`src/sv/sso_pkg.sv`:
```
// ----------------------------------------------------------------------------
// sso_pkg
// Shared types and constants for the odd-gap Shell sort block.
// ----------------------------------------------------------------------------
package sso_pkg;

   localparam int DATA_W            = 32;
   localparam int MAX_ITEMS_DEFAULT = 64;

   // controller to datapath
   typedef struct packed {
      logic load;      // store the incoming element, bump the count
      logic gap_init;  // first gap from the count
      logic gap_next;  // halve the gap
      logic rd_i;      // fetch element i
      logic item;      // latch element i, fetch j - gap
      logic shift;     // move j - gap up to j, step j down
      logic place;     // write held element at j, advance i
      logic out_rd;    // fetch element k
      logic out_cap;   // load output register
      logic out_next;  // advance k, clear the set after the last
   } sso_cmd_type;

   // datapath to controller
   typedef struct packed {
      logic close;          // this element closes the set
      logic gap_first_zero; // count/2 is zero
      logic gap_next_zero;  // halved gap is zero
      logic i_end;          // pass over the set finished
      logic greater;        // element at j - gap above held element
      logic j_low;          // no further step down possible
      logic k_last;         // final output element
   } sso_status_type;

endpackage

```
`src/sv/sso_ram.sv`:
```
// ----------------------------------------------------------------------------
// sso_ram
// Generic single-write, single-read RAM with registered read data.
// ----------------------------------------------------------------------------
module sso_ram #(
   parameter int WIDTH = 32,
   parameter int DEPTH = 64
) (
   input  logic                     clock,
   input  logic                     wr_en,
   input  logic [$clog2(DEPTH)-1:0] wr_addr,
   input  logic [WIDTH-1:0]         wr_data,
   input  logic [$clog2(DEPTH)-1:0] rd_addr,
   output logic [WIDTH-1:0]         rd_data
);

   logic [WIDTH-1:0] mem_ff [DEPTH];
   logic [WIDTH-1:0] rd_data_ff;

   always_ff @(posedge clock) begin
      if (wr_en) begin
         mem_ff[wr_addr] <= wr_data;
      end
      rd_data_ff <= mem_ff[rd_addr];
   end

   assign rd_data = rd_data_ff;

endmodule

```
`src/sv/sso_dp.sv`:
```
// ----------------------------------------------------------------------------
// sso_dp
// Datapath: element store, count, gap and index registers, compare, output.
// ----------------------------------------------------------------------------
module sso_dp #(
   parameter int MAX_ITEMS = sso_pkg::MAX_ITEMS_DEFAULT
) (
   input  logic                         clock,
   input  logic                         reset,
   input  sso_pkg::sso_cmd_type         cmd,
   output sso_pkg::sso_status_type      status,
   input  logic [sso_pkg::DATA_W-1:0]   in_value,
   input  logic                         in_last,
   output logic [sso_pkg::DATA_W-1:0]   out_value,
   output logic                         out_last
);
   import sso_pkg::*;

   localparam int AW = $clog2(MAX_ITEMS);
   localparam int CW = $clog2(MAX_ITEMS + 1);

   logic [CW-1:0]     n_ff, n_in;
   logic [CW-1:0]     gap_ff, gap_in;
   logic [CW-1:0]     i_ff, i_in;
   logic [CW-1:0]     j_ff, j_in;
   logic [CW-1:0]     k_ff, k_in;
   logic [DATA_W-1:0] item_ff, item_in;
   logic [DATA_W-1:0] out_value_ff, out_value_in;
   logic              out_last_ff, out_last_in;

   logic              wr_en;
   logic [CW-1:0]     wr_idx;
   logic [DATA_W-1:0] wr_data;
   logic [CW-1:0]     rd_idx;
   logic [DATA_W-1:0] rd_data;

   logic [CW-1:0]     half_n;
   logic [CW-1:0]     half_gap;
   logic [CW-1:0]     j_down;

   assign half_n   = n_ff >> 1;
   assign half_gap = gap_ff >> 1;
   assign j_down   = j_ff - gap_ff;

   always_comb begin
      status.close          = in_last || (n_ff + CW'(1) == CW'(MAX_ITEMS));
      status.gap_first_zero = (half_n == '0);
      status.gap_next_zero  = (half_gap == '0);
      status.i_end          = (i_ff >= n_ff);
      status.greater        = ($signed(rd_data) > $signed(item_ff));
      status.j_low          = (j_down < gap_ff);
      status.k_last         = (k_ff + CW'(1) == n_ff);
   end

   always_comb begin
      n_in         = n_ff;
      gap_in       = gap_ff;
      i_in         = i_ff;
      j_in         = j_ff;
      k_in         = k_ff;
      item_in      = item_ff;
      out_value_in = out_value_ff;
      out_last_in  = out_last_ff;
      wr_en        = 1'b0;
      wr_idx       = n_ff;
      wr_data      = in_value;
      rd_idx       = '0;

      if (cmd.load) begin
         wr_en = 1'b1;
         n_in  = n_ff + CW'(1);
      end
      if (cmd.gap_init) begin
         gap_in = half_n | CW'(1);
         i_in   = half_n | CW'(1);
      end
      if (cmd.gap_next) begin
         gap_in = half_gap | CW'(1);
         i_in   = half_gap | CW'(1);
      end
      if (cmd.rd_i) begin
         rd_idx = i_ff;
      end
      if (cmd.item) begin
         item_in = rd_data;
         j_in    = i_ff;
         rd_idx  = i_ff - gap_ff;
      end
      if (cmd.shift) begin
         wr_en   = 1'b1;
         wr_idx  = j_ff;
         wr_data = rd_data;
         j_in    = j_down;
         rd_idx  = j_down - gap_ff;
      end
      if (cmd.place) begin
         wr_en   = 1'b1;
         wr_idx  = j_ff;
         wr_data = item_ff;
         i_in    = i_ff + CW'(1);
      end
      if (cmd.out_rd) begin
         rd_idx = k_ff;
      end
      if (cmd.out_cap) begin
         out_value_in = rd_data;
         out_last_in  = status.k_last;
      end
      if (cmd.out_next) begin
         if (status.k_last) begin
            k_in = '0;
            n_in = '0;
         end else begin
            k_in = k_ff + CW'(1);
         end
      end
   end

   always_ff @(posedge clock) begin
      if (reset) begin
         n_ff <= '0;
         k_ff <= '0;
      end else begin
         n_ff <= n_in;
         k_ff <= k_in;
      end
      gap_ff       <= gap_in;
      i_ff         <= i_in;
      j_ff         <= j_in;
      item_ff      <= item_in;
      out_value_ff <= out_value_in;
      out_last_ff  <= out_last_in;
   end

   sso_ram #(
      .WIDTH (DATA_W),
      .DEPTH (MAX_ITEMS)
   ) u_store (
      .clock   (clock),
      .wr_en   (wr_en),
      .wr_addr (wr_idx[AW-1:0]),
      .wr_data (wr_data),
      .rd_addr (rd_idx[AW-1:0]),
      .rd_data (rd_data)
   );

   assign out_value = out_value_ff;
   assign out_last  = out_last_ff;

endmodule

```
`src/sv/sso_ctrl.sv`:
```
// ----------------------------------------------------------------------------
// sso_ctrl
// Controller: sequences loading, the gapped insertion passes and output.
// ----------------------------------------------------------------------------
module sso_ctrl (
   input  logic                    clock,
   input  logic                    reset,
   input  logic                    in_valid,
   output logic                    in_ready,
   output logic                    out_valid,
   input  logic                    out_ready,
   output sso_pkg::sso_cmd_type    cmd,
   input  sso_pkg::sso_status_type status
);
   import sso_pkg::*;

   typedef enum logic [3:0] {
      ST_LOAD,
      ST_GAP_INIT,
      ST_OUTER,
      ST_ITEM,
      ST_CMP,
      ST_PLACE,
      ST_OUT_RD,
      ST_OUT_CAP,
      ST_OUT_HOLD
   } state_type;

   state_type state_ff, state_in;

   always_comb begin
      state_in = state_ff;
      cmd      = '0;
      case (state_ff)
         ST_LOAD: begin
            if (in_valid) begin
               cmd.load = 1'b1;
               if (status.close) begin
                  state_in = ST_GAP_INIT;
               end
            end
         end
         ST_GAP_INIT: begin
            cmd.gap_init = 1'b1;
            state_in     = status.gap_first_zero ? ST_OUT_RD : ST_OUTER;
         end
         ST_OUTER: begin
            if (status.i_end) begin
               cmd.gap_next = 1'b1;
               state_in     = status.gap_next_zero ? ST_OUT_RD : ST_OUTER;
            end else begin
               cmd.rd_i = 1'b1;
               state_in = ST_ITEM;
            end
         end
         ST_ITEM: begin
            cmd.item = 1'b1;
            state_in = ST_CMP;
         end
         ST_CMP: begin
            if (status.greater) begin
               cmd.shift = 1'b1;
               state_in  = status.j_low ? ST_PLACE : ST_CMP;
            end else begin
               cmd.place = 1'b1;
               state_in  = ST_OUTER;
            end
         end
         ST_PLACE: begin
            cmd.place = 1'b1;
            state_in  = ST_OUTER;
         end
         ST_OUT_RD: begin
            cmd.out_rd = 1'b1;
            state_in   = ST_OUT_CAP;
         end
         ST_OUT_CAP: begin
            cmd.out_cap = 1'b1;
            state_in    = ST_OUT_HOLD;
         end
         ST_OUT_HOLD: begin
            if (out_ready) begin
               cmd.out_next = 1'b1;
               state_in     = status.k_last ? ST_LOAD : ST_OUT_RD;
            end
         end
         default: begin
            state_in = ST_LOAD;
         end
      endcase
   end

   always_ff @(posedge clock) begin
      if (reset) begin
         state_ff <= ST_LOAD;
      end else begin
         state_ff <= state_in;
      end
   end

   assign in_ready  = (state_ff == ST_LOAD);
   assign out_valid = (state_ff == ST_OUT_HOLD);

endmodule

```
`src/sv/shell_sort_odd_gap.sv`:
```
// ----------------------------------------------------------------------------
// shell_sort_odd_gap
// Collects a set of signed 32-bit values, sorts it ascending, streams it out.
// ----------------------------------------------------------------------------
// A set is loaded at one transfer per cycle and closes on tlast or when it
// reaches MAX_ITEMS elements. It is then sorted in place by Shell sort with
// gaps count/2, halved each pass and made odd, and emitted in ascending order
// with tlast on the final element, after which a new set is taken. The store
// has one read and one write port, which sets the sort time: each element
// visited in a pass is fetched, latched and compared in turn, with a further
// compare-and-shift step for each element moved up. Output reads, captures
// and then holds each element. Most of the time goes into the sort; no input
// is taken while a set is sorted or emitted.
module shell_sort_odd_gap #(
   parameter int MAX_ITEMS = sso_pkg::MAX_ITEMS_DEFAULT
) (
   input  logic                       clock,
   input  logic                       reset,
   input  logic                       req_tvalid,
   output logic                       req_tready,
   input  logic [sso_pkg::DATA_W-1:0] req_tdata,  // [31:0] value_in
   input  logic                       req_tlast,
   output logic                       rsp_tvalid,
   input  logic                       rsp_tready,
   output logic [sso_pkg::DATA_W-1:0] rsp_tdata,  // [31:0] value_out
   output logic                       rsp_tlast
);
   import sso_pkg::*;

   sso_cmd_type    cmd;
   sso_status_type status;

   sso_ctrl u_ctrl (
      .clock     (clock),
      .reset     (reset),
      .in_valid  (req_tvalid),
      .in_ready  (req_tready),
      .out_valid (rsp_tvalid),
      .out_ready (rsp_tready),
      .cmd       (cmd),
      .status    (status)
   );

   sso_dp #(
      .MAX_ITEMS (MAX_ITEMS)
   ) u_dp (
      .clock     (clock),
      .reset     (reset),
      .cmd       (cmd),
      .status    (status),
      .in_value  (req_tdata),
      .in_last   (req_tlast),
      .out_value (rsp_tdata),
      .out_last  (rsp_tlast)
   );

endmodule

```
`config.mk`:
```
export PLATFORM = sky130hd
export DESIGN_NAME = shell_sort_odd_gap
export DESIGN_NICKNAME = d
export VERILOG_FILES = /design/src/sv/sso_pkg.sv /design/src/sv/sso_ram.sv /design/src/sv/sso_dp.sv /design/src/sv/sso_ctrl.sv /design/src/sv/shell_sort_odd_gap.sv
export SDC_FILE = /design/constraint.sdc
export NUM_CORES = 2
export LEC_CHECK = 0
export BUFFER_PORTS_ARGS = -buffer_cell sky130_fd_sc_hd__buf_2
export CORE_MARGIN = 10
export CORE_UTILIZATION = 48
export DETAILED_ROUTE_END_ITERATION = 8
export PLACE_DENSITY_LB_ADDON = 0.08
export SLEW_MARGIN = 0
export SYNTH_ARGS = -nofsm -noshare
export SYNTH_HDL_FRONTEND = slang
export SYNTH_SLANG_ARGS = --single-unit
```
`constraint.sdc`:
```
create_clock -name clock -period 8.6 [get_ports clock]
set_clock_uncertainty 0.15 [all_clocks]
set_input_delay 1.72 -clock clock [delete_from_list [all_inputs] [get_ports clock]]
set_output_delay 1.72 -clock clock [all_outputs]
set_load 0.02 [all_outputs]
```
Word-level counts from Yosys, hierarchy flattened
Memories as Yosys holds them, arrays and structs flattened. A register that Yosys moved wholly into a read port is not among the register bits.
Cells that the tools add are included.
- word-level logic and storage cells: 90
- register bits after elaboration: 102
- bits in writable memories: 2048
- input bits: 37
- memories: 1
- output and inout bits: 35
- order comparisons: 3
- equal/unequal tests: 13
- reduce and logical (&&, ||, !) cells: 8
- muxes and demuxes: 49
- $add $sub $neg: 6
- memories (memory ; words ; width ; read ports ; clocked after Yosys merged registers in ; write ports ; line ; text):
    u_dp.u_store.mem_ff ; 64 ; 32 ; 1 ; 1 ; 1 ; sso_ram.sv:17 ; logic [WIDTH-1:0] mem_ff [DEPTH];
- operator list (operator ; count):
    $mux W32 ; 2
    $mux W7 ; 9
    $mux W6 ; 7
    $pmux W4 S9 ; 1
    $gt A32 B32 Y1 ; 1
    $add A7 B1 Y7 const B ; 3
    $mux W4 ; 5
    $mux W1 ; 19
    $eq A4 B3 Y1 const B ; 4
    $logic_not A7 Y1 ; 2
    $sub A6 B6 Y6 ; 2
    $mux W3 ; 3
    $eq A4 B2 Y1 const B ; 2
    $eq A7 B7 Y1 ; 1
    $eq A7 B7 Y1 const B ; 1
    $ge A7 B7 Y1 ; 1
    $lt A7 B6 Y1 ; 1
    $sub A7 B6 Y7 ; 1
    $mux W5 ; 1
    $eq A4 B1 Y1 const B ; 1
    $eq A4 B4 Y1 const B ; 1
    $logic_not A4 Y1 ; 1
    $ne A2 B1 Y1 const B ; 2
    $reduce_bool A2 Y1 ; 2
    6 further kinds ; 6

Longest topological paths before layout
- depth after elaboration: 7
- gate-level depth with buffers: 18
- mapped depth without buffers: 15

Modules after synthesis
A second synthesis with hierarchy kept.
- cell total of the unflattened synthesis: 3979
- area, all modules: 85124.1 um^2
- modules (own cells, without submodules) (module ; cells an instance ; area each (um^2) ; instances):
    sso_ram ; 3324 ; 78515.3 ; 1
    sso_dp ; 602 ; 6248.5 ; 1
    sso_ctrl ; 53 ; 360.3 ; 1

Worst setup path before layout
Ideal clock, no wire load.
- path kind: flip-flop to flip-flop
- start point: register u_dp.item_ff[14]
- end point: memory u_dp.u_store.mem_ff[0][1], data pin
- path buffers: 3
- setup time: 549 ps
- clock period less this slack: 5386 ps
- stages on the path, launching flop included: 14
- arrival: 4687 ps
- setup slack: 3214 ps
- required time: 7901 ps
- path through: edfxtp_1 > inv_1 > ha_1 > a21oi_1 > nand2_1 > a221o_1 > o31a_1 > or3_1 > buf_2 > nand3_1 > clkbuf_1 > buf_2 > mux2i_1 > a21oi_1
- cells in the longest elaborated chain, start to end: 5
- elaborated cells between the ends (all ways): 7
- classes of those cells: 1 x order compare; 6 x mux
- RTL lines (item ; line ; text):
    start: declaration ; sso_dp.sv:27 ; logic [DATA_W-1:0] item_ff, item_in;
    start signal: assignment ; sso_dp.sv:130 ; item_ff <= item_in;
    $gt A32 B32 Y1 * ; sso_dp.sv:50 ; status.greater = ($signed(rd_data) > $signed(item_ff));
    $mux W1 ; sso_ctrl.sv:61 ; if (status.greater) begin
    $mux W1 ; sso_ctrl.sv:34 ; case (state_ff)
    $mux W32 ; sso_dp.sv:89 ; if (cmd.shift) begin
    $mux W32 * ; sso_dp.sv:96 ; if (cmd.place) begin
    via u_dp.u_store.wr_data[1] ; sso_ram.sv:12 ; input logic [WIDTH-1:0] wr_data,
    end: declaration ; sso_ram.sv:17 ;
Mark *: on every way through the listed nets, which the timed path passes. The rest lies on a longest branch.

Worst setup path in the final report
- start point: register u_dp.u_store.rd_data_ff[7], in the netlist u_dp.u_store.rd_data[7], read port of u_dp.u_store.mem_ff
- end point: register u_dp.u_store.rd_data_ff[1], in the netlist u_dp.u_store.rd_data[1], read port of u_dp.u_store.mem_ff
- cells in the longest elaborated chain, start to end: 5
- RTL lines (item ; line ; text):
    start: declaration ; sso_ram.sv:18 ; logic [WIDTH-1:0] rd_data_ff;
    $gt A32 B32 Y1 ; sso_dp.sv:50 ;
    $mux W1 ; sso_ctrl.sv:61 ;
    $mux W1 ; sso_ctrl.sv:34 ;
    $mux W6 ; sso_dp.sv:89 ;
    $mux W6 ; sso_dp.sv:102 ; if (cmd.out_rd) begin
Every way passes these cells.
A chain may end at the register's enable or synchronous reset.

==> key figures <==
CTS
  • TritonCTS Buffers: between 200 and 250
  • # resized after CTS: 0
  • CTS tree: done
  • Max clock buf depth: 3
  • Number of post-CTS setup repair buffers: 0
  • CTS root buffer: clkbuf_16
  • H-tree depth: 4
  • Clock transition at path regs: about 0.060 ns
  • CTS Hold Buffers Added: 0
  • CTS Sinks: 2182
  • Clk_lat worst skew: 0.85 ns

Die
  • Initial Utilization: slightly below 50%
  • Num ports: 72
  • Die area: 197000 um^2
  • Die Wd: 444 um
  • Core Area: 179000 um^2
  • # rows: 155
  • Die H: 444 um

Global routing
  • Grt total ovfl: 0
  • Vias in the first global route: 51100
  • First-pass GRT wire length: approximately 380000 um
  • Gr usage total: 26.6%
  • Initial antenna violation count: 10
  • Maximum number of pins on one net before global-route repair: 164

Run status
  • Failing checks: capacitance limit, slew limit
  • Status: complete, but fails checks

Worst setup path
  • CP Launch Type: flop
  • CP Max Fanout: 122
  • Critical path arrival: 7.73 ns
  • Slowest stage delay, CP: 0.95 ns
  • Crit. End Element: flop
  • Bufs and invs on worst path: 2
  • Critical path type: flop to flop
  • CP max-delay cell: nor4_1
  • Worst EP required: 9.15 ns
  • Delay-heaviest family, CP: compound AO/OA/AOI/OAI gates
  • Critical-path cell list: ha_1, a21oi_1, o21ai_0, a221o_1, o31a_1, or3_1, a21oi_4, buf_4, buf_12, mux2i_1, o22ai_1, nor4_1, a22oi_1, a21o_1

STA
  • Final Hold Vio Count: 0
  • Setup TNS: 0 ns
  • Slew HR: -0.496%
  • Worst slew pin tran: between 1 and 1.5 ns
  • Fmax: 139 MHz
  • Tcrit/Tclk final: ~84%
  • Unrepaired setup endpoints after global routing: false
  • Final setup viols: 0
  • Fin. max-slew vios: 1
  • Minimum clock period: 7.18 ns

Yosys
  • Post-synth EDFFs: 2132
  • Post-synthesis sequential area ratio: between 70 and 80%
  • Register bit total from synthesis: 2182
  • Netlist cell types: 68
  • Ys Warns: 0
  • Dominant synthesized flop cell: edfxtp_1
  • Cell count after synthesis: 6226
  • Syn_nets: 6321
  • Asr flop ratio synth: 0%
  • Cell Area, Synth: 86300 um^2
  • Synth Area per Inst: 13.9 um^2

Finish
  • Finished Cell Area: 97400 um^2
  • Most common cell after layout, fill and taps aside: edfxtp_1
  • Register area: 65000 um^2
  • Multi-input logic area: 20300 um^2
  • Commonest cells after routing, fill and taps aside: edfxtp_1 (2132), nand2_1 (1597), nand3_1 (433)
  • Area Overhead vs Synth: 12.9%
  • Fillcell total: 14600
  • Nets: 6437
  • Layout cell share with drive strength beyond 1: 10.7%

Detailed routing
  • Mean number of vias per cell: around 6.0
  • Final ANT Viol Nets: 0
  • Routed len/inst: 30.4 um
  • Detailed-route DRC error count: 0
  • Vias: 53400
  • 1st-iter DRT viols: 6409
  • DR pass1 iterations: 6
  • Routed WL: roughly 270000 um

Power and ir drop
  • Clock Power Share: between 30% and 40%
  • Static leakage: about 0.034 uW
  • Pint: about 18000 uW
  • Switching fraction of total power: 26.4%
  • Sequential fraction of design power: between 50% and 60%
  • P_sw: about 6500 uW
  • Peak supply drop: 0.000198 V
  • Combinational Power Share: 12.2%
  • Pwr per Cell Area: 253 nW/um^2

Place
  • Area after DPL: 90600 um^2
  • GP Congestion: around 0.85
  • HPWL Detailed: 152000 um
  • Port Buffers: roughly 70

Min path
  • Hold Crit Class: flop to flop

Job
  • Max_cap viols: 1
-- through the flow --
stage                     total power [uW]  util (%)  setup WS [ns]  hold slack (ns)  std cells
after detailed placement             15700      50.7           1.42            0.338       8474
after global routing                 25400      54.5           1.29            0.374       8880
final                                24700      54.5           1.42            0.360       8882
after global placement               15700      50.7          0.600            0.316       8469
after CTS                            24800      54.5           1.40            0.354       8879
after floorplan                      14100         -           3.21            0.276       6226
-- cell usage after synthesis, drive strengths merged (4+ instances only) --
library cell	instances	area, um^2
nor3	12	65.1
a31oi	161	1010
buf	192	1120
and3	5	31.3
o22ai	95	594
or3	8	50.1
o211ai	4	30.0
nor2	143	539
nand2b	7	43.8
nand2	1597	5990
a22oi	32	240
mux2i	291	2910
nand4	137	857
a21oi	287	1440
xnor2	29	254
clkbuf	183	687
dfxtp	50	1000
nor4	103	644
o221ai	31	272
nand3	438	2210
xor2	8	70.1
a221oi	33	289
o21ai	29	149
and2	5	31.3
o21bai	4	30.0
o31ai	6	45.0
inv	59	221
ha	56	701
a21o	41	308
edfxtp	2132	64000
mux2	6	67.6
-- power by group through the flow --
stage | registers [uW] | clock network (uW) | logic [uW]
after floorplan | 12600 | 0 | 1560
after global placement | 12700 | 0 | 2950
after detailed placement | 12700 | 0 | 2990
after CTS | 12500 | 9280 | 2990
after global routing | 12500 | 9720 | 3180
final | 12500 | 9180 | 3000
-- registers in the layout (all words and copies together) (netlist names) --
name                  flops
u_dp.item_ff             32
u_dp.i_ff                 7
u_dp.u_store.rd_data     32
u_dp.out_value           32
u_dp.k_ff                 7
u_dp.out_last             1
u_ctrl.state_ff           4
u_dp.u_store.mem_ff    2048
u_dp.n_ff                 7
u_dp.j_ff                 7
u_dp.gap_ff               5
-- layout make-up --
class                   count  area share (%)
diodes                      2         0.00514
clock buffers             290            6.03
clock inverters           115           0.966
inverters                  60           0.231
multi-input cells        3609            20.8
flip-flops and latches   2182            66.7
well taps                2355            3.02
repair buffers            269            2.16
-- metal layers --
layer	vias to the layer above	track usage, %	wire length, um
met2	2181	44.7	133000
met5	-	0	0
met4	0	10.4	11600
li1	23500	-	-
met1	27300	35.0	107000
met3	404	4.05	18800
-- worst paths after layout --
path         slack, ns  depth (start not counted)                              from                               to
min reg2reg       0.36                          0  u_dp.u_store.rd_data[19]$_DFF_P_       u_dp.item_ff[19]$_DFFE_PP_
min               0.36                          0  u_dp.u_store.rd_data[19]$_DFF_P_       u_dp.item_ff[19]$_DFFE_PP_
max reg2reg       1.42                         14   u_dp.u_store.rd_data[7]$_DFF_P_  u_dp.u_store.rd_data[1]$_DFF_P_
max               1.42                         14   u_dp.u_store.rd_data[7]$_DFF_P_  u_dp.u_store.rd_data[1]$_DFF_P_
-- kinds of logic after synthesis --
kind of cell / count (synthesis) / synth area share, %
adders and majority gates: 58 / 0.858
xor gates and xnor gates: 37 / 0.375
buffers and inverters: 435 / 2.36
and+or+nand+nor: 2466 / 12.2
AOI/OAI and AO/OA: 751 / 5.40
muxes: 297 / 3.45
DFF: 2182 / 75.3
Note: power is estimated with default switching activity, not from simulation.
